<file path="src/hw/rtl/ktaf_pkg.sv">
// Shared types and constants for the tilt-angle Kalman filter.
package ktaf_pkg;

    localparam int DEF_WORD_BITS = 48;
    localparam int DEF_FRAC_BITS = 24;
    localparam int CFG_BITS      = 47;
    localparam int CFG_IDX_BITS  = 2;

    typedef enum logic [CFG_IDX_BITS-1:0] {
        CFG_ANGLE_NOISE   = 2'd0,
        CFG_BIAS_NOISE    = 2'd1,
        CFG_MEASURE_NOISE = 2'd2,
        CFG_TIME_STEP     = 2'd3
    } cfg_index_t;

    localparam logic [CFG_BITS-1:0] RST_ANGLE_NOISE   = 47'd1678;
    localparam logic [CFG_BITS-1:0] RST_BIAS_NOISE    = 47'd503;
    localparam logic [CFG_BITS-1:0] RST_MEASURE_NOISE = 47'd503316;
    localparam logic [CFG_BITS-1:0] RST_TIME_STEP     = 47'd83886;

    typedef enum logic {
        OP_MUL = 1'b0,
        OP_DIV = 1'b1
    } arith_op_t;

    typedef struct packed {
        logic      start;
        arith_op_t op;
    } arith_req_t;

endpackage

</file>
<file path="src/hw/rtl/ktaf_arith.sv">
// Shared fixed-point multiply (16-bit digit per cycle) and restoring divide unit.
module ktaf_arith #(
    parameter int WORD_BITS = ktaf_pkg::DEF_WORD_BITS,
    parameter int FRAC_BITS = ktaf_pkg::DEF_FRAC_BITS
) (
    input  logic                   clk,
    input  logic                   rst_n,
    input  ktaf_pkg::arith_req_t   req,
    input  logic [WORD_BITS-1:0]   a,
    input  logic [WORD_BITS-1:0]   b,
    output logic                   done,
    output logic [WORD_BITS-1:0]   result
);
    import ktaf_pkg::*;

    localparam int W    = WORD_BITS;
    localparam int F    = FRAC_BITS;
    localparam int NDIG = (W + 15) / 16;
    localparam int DW   = 16 * NDIG;
    localparam int AW   = W + DW + F;
    localparam int QW   = W + F;
    localparam int CW   = $clog2(QW + 1);

    localparam logic [W-1:0] WMAX = {1'b0, {(W-1){1'b1}}};
    localparam logic [W-1:0] WMIN = {1'b1, {(W-1){1'b0}}};

    typedef enum logic [1:0] {U_IDLE, U_MUL, U_DIV, U_FIN} unit_state_t;

    unit_state_t     st_reg, st_next;
    logic            done_reg, done_next;
    logic [W-1:0]    res_reg, res_next;
    arith_op_t       op_reg, op_next;
    logic            neg_reg, neg_next;
    logic [W-1:0]    ua_reg, ua_next;
    logic [DW-1:0]   ub_reg, ub_next;
    logic [AW-1:0]   acc_reg, acc_next;
    logic [QW-1:0]   nq_reg, nq_next;
    logic [W-1:0]    rem_reg, rem_next;
    logic [CW-1:0]   cnt_reg, cnt_next;

    logic [W-1:0]    mag_a, mag_b;
    logic [15:0]     digit;
    logic [W+15:0]   prod;
    logic [W:0]      r_sh, r_diff;
    logic            div_ge;
    logic            over;
    logic [W-2:0]    mag_q;
    logic [W-1:0]    fin_res;

    assign mag_a = a[W-1] ? (~a + 1'b1) : a;
    assign mag_b = b[W-1] ? (~b + 1'b1) : b;

    always_comb
    begin
        digit  = ub_reg[DW-1 -: 16];
        prod   = ua_reg * digit;
        r_sh   = {rem_reg, nq_reg[QW-1]};
        div_ge = r_sh >= {1'b0, ub_reg[W-1:0]};
        r_diff = r_sh - {1'b0, ub_reg[W-1:0]};
        if (op_reg == OP_MUL)
        begin
            over  = |acc_reg[AW-1:W+F-1];
            mag_q = acc_reg[W+F-2:F];
        end
        else
        begin
            over  = |nq_reg[QW-1:W-1];
            mag_q = nq_reg[W-2:0];
        end
        if (over)
            fin_res = neg_reg ? WMIN : WMAX;
        else if (neg_reg)
            fin_res = ~{1'b0, mag_q} + 1'b1;
        else
            fin_res = {1'b0, mag_q};
    end

    always_comb
    begin
        st_next   = st_reg;
        done_next = 1'b0;
        res_next  = res_reg;
        op_next   = op_reg;
        neg_next  = neg_reg;
        ua_next   = ua_reg;
        ub_next   = ub_reg;
        acc_next  = acc_reg;
        nq_next   = nq_reg;
        rem_next  = rem_reg;
        cnt_next  = cnt_reg;
        unique case (st_reg)
            U_IDLE:
            begin
                if (req.start)
                begin
                    op_next  = req.op;
                    neg_next = a[W-1] ^ b[W-1];
                    ua_next  = mag_a;
                    ub_next  = DW'(mag_b);
                    acc_next = '0;
                    nq_next  = {mag_a, {F{1'b0}}};
                    rem_next = '0;
                    cnt_next = '0;
                    if (req.op == OP_DIV && mag_a == '0)
                    begin
                        res_next  = '0;
                        done_next = 1'b1;
                    end
                    else if (req.op == OP_DIV && mag_b == '0)
                    begin
                        // zero divisor: saturate toward the numerator's sign
                        res_next  = a[W-1] ? WMIN : WMAX;
                        done_next = 1'b1;
                    end
                    else
                        st_next = (req.op == OP_MUL) ? U_MUL : U_DIV;
                end
            end
            U_MUL:
            begin
                acc_next = (acc_reg << 16) + AW'(prod);
                ub_next  = ub_reg << 16;
                cnt_next = cnt_reg + 1'b1;
                if (cnt_reg == CW'(NDIG - 1))
                    st_next = U_FIN;
            end
            U_DIV:
            begin
                rem_next = div_ge ? r_diff[W-1:0] : r_sh[W-1:0];
                nq_next  = {nq_reg[QW-2:0], div_ge};
                cnt_next = cnt_reg + 1'b1;
                if (cnt_reg == CW'(QW - 1))
                    st_next = U_FIN;
            end
            U_FIN:
            begin
                res_next  = fin_res;
                done_next = 1'b1;
                st_next   = U_IDLE;
            end
        endcase
    end

    always_ff @(posedge clk or negedge rst_n)
    begin
        if (!rst_n)
        begin
            st_reg   <= U_IDLE;
            done_reg <= 1'b0;
            res_reg  <= '0;
        end
        else
        begin
            st_reg   <= st_next;
            done_reg <= done_next;
            res_reg  <= res_next;
        end
    end

    always_ff @(posedge clk)
    begin
        op_reg  <= op_next;
        neg_reg <= neg_next;
        ua_reg  <= ua_next;
        ub_reg  <= ub_next;
        acc_reg <= acc_next;
        nq_reg  <= nq_next;
        rem_reg <= rem_next;
        cnt_reg <= cnt_next;
    end

    assign done   = done_reg;
    assign result = res_reg;

endmodule

</file>
<file path="config.mk">
export PLATFORM = sky130hd
export DESIGN_NAME = ktaf_arith
export DESIGN_NICKNAME = d
export VERILOG_FILES = /design/src/hw/rtl/ktaf_pkg.sv /design/src/hw/rtl/ktaf_arith.sv
export SDC_FILE = /design/constraint.sdc
export NUM_CORES = 2
export LEC_CHECK = 0
export BUFFER_PORTS_ARGS = -buffer_cell sky130_fd_sc_hd__buf_4
export CORE_MARGIN = 1.5
export CORE_UTILIZATION = 57
export DETAILED_ROUTE_END_ITERATION = 10
export PLACE_DENSITY = 0.76
export SYNTH_ARGS = -nofsm -noshare
export SYNTH_HDL_FRONTEND = slang
export SYNTH_SLANG_ARGS = --single-unit
</file>
<file path="constraint.sdc">
create_clock -name clk -period 15.79 [get_ports clk]
set_input_delay 1.579 -clock clk [delete_from_list [all_inputs] [get_ports clk]]
set_output_delay 1.579 -clock clk [all_outputs]
set_load 0.05 [all_outputs]
</file>
# == Word level (Yosys, flattened, before mapping) ==
# Index checks and enable logic that the tools add are counted.
# W data, S select, Z words.
# word_totals
elab_cells,86
ff_bits,396
in_bits,100
# classes
addsub,6
mux,34
multipliers,1
eq_ne,11
order_cmp,1
n_reduce_logical,18
bitwise_logic,4
# op_table
operator,count
$mux W48,12
$pmux W48 S2,3
$pmux W120 S2,1
$add A48 B1 Y48 const B,3
$pmux W72 S2,1
$add A120 B64 Y120,1
$mux W120,1
$logic_not A48 Y1,2
$not A48 Y48,2
$mux W72,1
$mul A48 B16 Y64,1
$ge A49 B48 Y1,1
$reduce_or A49 Y1,1
$not A47 Y48,1
$sub A48 B48 Y48,1
$mux W47,1
$reduce_or A25 Y1,1
$pmux W7 S2,1
$mux W2,6
$ne A2 B2 Y1 const B,5
$pmux W2 S4,1
$reduce_and A2 Y1,4
$reduce_bool A2 Y1,4
$add A7 B1 Y7 const B,1
other kinds (14),19

# == Logic depth before layout (Yosys ltp) ==
# depth
ltp_word,9
ltp_mapped,27

# == Worst setup path after synthesis ==
# Ideal clock, no wire load.
# synth_path
kind,flip-flop to flip-flop
start,reg st_reg[1]
end,"reg acc_reg[0], enable pin"
setup_ps,928
t_required_ps,14862
setup_slack_ps,1954
stages_incl_launch_ff,7
arrival_ps,12907
n_path_buf,2
path_cell_list,dfrtp_1 -> inv_1 -> ha_1 -> clkbuf_1 -> inv_2 -> clkbuf_1 -> o21ai_0
# synth_between
elab_chain_len,3
elab_cells_between_ends,5
cone_classes,eq/ne: 2; reduce/logical: 3
# synth_rtl
item,line,rtl
start: declaration,ktaf_arith.sv:29,"unit_state_t st_reg, st_next;"
start signal: assignment,ktaf_arith.sv:154,st_reg <= st_next;
$eq A2 B1 Y1 or $logic_not A2 Y1 (tied branches),ktaf_arith.sv:91,unique case (st_reg)
$reduce_bool A2 Y1 (no line) or $ne A2 B2 Y1 (tied branches),-,
$reduce_and A2 Y1 (no line) (*),-,
end signal: assignment,ktaf_arith.sv:166,acc_reg <= acc_next;
end: declaration,ktaf_arith.sv:36,"logic [AW-1:0] acc_reg, acc_next;"
# Mark *: on every way between the ends. The rest lies on a longest branch, timed or not.
# A chain may end at the register's enable or synchronous reset.

# == Worst setup path in the final report ==
# layout_path
start,reg ub_reg[43]
end,"reg acc_reg[109], data pin"
# layout_between
elab_chain_len,3
# layout_rtl
item,line,rtl
start: declaration,ktaf_arith.sv:35,"logic [DW-1:0] ub_reg, ub_next;"
start signal: assignment,ktaf_arith.sv:165,ub_reg <= ub_next;
$mul A48 B16 Y64,ktaf_arith.sv:56,prod = ua_reg * digit;
$add A120 B64 Y120,ktaf_arith.sv:121,acc_next = (acc_reg << 16) + AW'(prod);
$pmux W120 S2,ktaf_arith.sv:91,
# No other way between the ends.

==> results.toml <==
[run_status]
status = "finished, final reports clean"

[global_routing]
grtUsageTotal = 0.3399
grt_max_degree = 83
grt_first_pass_wirelength_mm = 245.5
overflow = 0
grt_pass1_vias = 43570
grt_antenna_before_repair = 5

[floorplan]
fp.dieH_um = 304.5
coreArea_um2 = 90010
start_util = 0.5758
rows = 110
die_area_um2 = 92740
dieWidth_um = 304.5
ios = 149

[clock_network]
cts_resized = 0
cts_setup_buffers = 0
cts_tree = "done"
clk_pin_slew_ns = 0.06
cts_root_buffer = "clkbuf_16"
cts_sinks = 396
cts_buffers = 45
cts_hold_buffers = 0
clkLatencyLatePin_ns = 0.62
cts_max_level = 2
max-clock-path-buffers = 3

[setup_path]
crit_fanout = 32
r2r_cells = 23
r2r_end = "acc_reg[109]$_SDFFCE_PN0P_"
critPathRequiredTime_ns = 16.18
cp-startpoint = "ub_reg[43]$_DFFE_PP_"
cp.arrival_ns = 9.36
rrSetupSlack_ns = 6.83
crit_type = "register to register"
worst_setup_path_start_kind = "register"
critPathCaptureType = "register"
r2r_start = "ub_reg[43]$_DFFE_PP_"

[yosys]
synth_flop_cell = "edfxtp_1"
netlist_instances = 5786
synth.avg_cell_area_um2 = 8.957
synth-edff-count = 345
synth_warnings = 0
ys_ff_latch = 396
yosys.cell_types.count = 89
syn_nets = 6786
synthArstFlopShare = 0.1288
yosysSeqAreaShare = 0.2245
syn_area_um2 = 51830

[timing]
fin_crit_sh = 0.5677
relSlewSlack = 0.1594
finalClockSkew_ns = 0.02870
fmax_ghz = 0.1116
rsz0062_at_grt = "false"
setup_viol = 0
layout_min_cycle_time_ns = 8.965
tightest_slew_ns = 1.229
hold_viol = 0
tns_ns = 0
slew_viol_final = 0

[route]
wl_per_cell_um = 22.45
drt-total-wl_mm = 155.3
drt_iter0_drc = 4518
vias_per_cell = 6.168
ant_nets = 0
drt_pass1_iterations = 6
drc = 0
via_count = 42660

[worst_hold_path]
min_from = "result[16]$_DFFE_PN0P_"
hold_path.class = "register to register"
hold_path_end = "result[16]$_DFFE_PN0P_"
min_path_cells = 1

[placement]
place_congestion = 1.018
hpwl_mm = 116.6
io_buffers = 148

[flow_run]
drv_cap = 0

[final_layout]
fin_nets = 6702
fillCellCount = 7600
drive_above_1_share = 0.06832
area_growth_pct = 6.168
largest_register_ffs = 120
-- metrics by stage --
| stage | instance area, µm² | std cells | util | worst slack [ns] | hold WS, ns |
|---|---|---|---|---|---|
| floorplan | 51830 | 5786 | - | 1.954 | 0.5217 |
| global placement | 53550 | 6831 | 0.5949 | 7.254 | 0.4765 |
| detailed placement | 53550 | 6831 | 0.5949 | 7.029 | 0.4870 |
| CTS | 55020 | 6914 | 0.6112 | 6.962 | 0.5013 |
| global route | 55020 | 6916 | 0.6113 | 6.366 | 0.5207 |
| finish | 55020 | 6916 | 0.6113 | 6.825 | 0.4981 |
-- cells in the final DEF, fill, tap and decap left out, types with 28 or more instances in the layout --
master,count
inv_1,971
nand2_1,804
fa_1,691
edfxtp_1,345
and2_1,316
a21oi_1,260
nor2_1,258
ha_1,208
o21ai_0,194
buf_4,193
xnor2_1,124
a21o_1,96
nand3_1,88
mux2i_1,84
nor3_1,81
xor2_1,78
nand4_1,60
mux2_2,58
nand2b_1,56
nor4_1,54
dfrtp_1,51
o31ai_1,49
and3_1,47
clkbuf_16,46
or3_1,34
a211oi_1,34
mux2_1,28
-- cell families after synthesis --
logic type                 synth area share
muxes                               0.04012
adders and majority gates            0.3174
DFF                                  0.2245
and+or+nand+nor                      0.1813
xor gates and xnor gates            0.03414
buffers and inverters               0.09481
AOI/OAI and AO/OA                    0.1077
-- worst max path at each step --
stage	end	slack (ns)	cells past startpoint
final	acc_reg[109]$_SDFFCE_PN0P_	6.83	23
after global placement	acc_reg[113]$_SDFFCE_PN0P_	7.25	23
after global routing	acc_reg[99]$_SDFFCE_PN0P_	6.37	23
after floorplan	acc_reg[0]$_SDFFCE_PN0P_	1.95	6
after CTS	acc_reg[113]$_SDFFCE_PN0P_	6.96	23
after detailed placement	acc_reg[113]$_SDFFCE_PN0P_	7.03	23
-- Yosys cell counts (all sizes together), types with 89 or more instances --
| master | instances | area share |
|---|---|---|
| inv | 974 | 0.071 |
| nand2 | 804 | 0.058 |
| fa | 691 | 0.27 |
| edfxtp | 345 | 0.20 |
| and2 | 318 | 0.038 |
| clkbuf | 297 | 0.022 |
| a21oi | 261 | 0.025 |
| nor2 | 258 | 0.019 |
| ha | 209 | 0.050 |
| o21ai | 206 | 0.020 |
| xnor2 | 124 | 0.021 |
| mux2 | 104 | 0.024 |
| a21o | 96 | 0.014 |
| nand3 | 89 | 0.0087 |
-- critical path: stages, from the launching register on --
cell,delay (ns)
edfxtp_1,0.83
buf_4,0.56
nand2_1,0.14
fa_1,0.40
inv_1,0.08
fa_1,0.38
inv_1,0.08
fa_1,0.41
inv_1,0.09
fa_1,0.43
fa_1,0.56
inv_1,0.06
fa_1,0.54
inv_1,0.05
ha_1,0.39
a21o_1,0.19
a21o_1,0.19
a2111oi_0,0.89
nor3_1,0.35
o211ai_1,0.43
a2111o_1,0.48
and2_1,0.80
o311ai_0,0.25
o41ai_1,0.13
-- per-layer routing --
layer,vias to the layer above,GRT usage,routed length [µm]
li1,18660,-,-
met1,21060,0.4615,60530
met5,-,0,0
met2,2494,0.5319,70150
met4,0,0.1572,7973
met3,449,0.06189,16620
-- area by class of cell --
class	count	area [µm²]	area share
repair buffers	193	1449	0.02633
flip-flops and latches	396	11640	0.2115
clock buffers	55	1215	0.02208
clock inverters	28	254.0	0.004616
well taps	1176	1471	0.02674
multi-input cells	4091	35330	0.6421
inverters	975	3662	0.06656
diodes	2	5.005	0.00009096
Power is not shown: default switching activity piles up to over one toggle a cycle in this logic, so the estimate is an artifact.
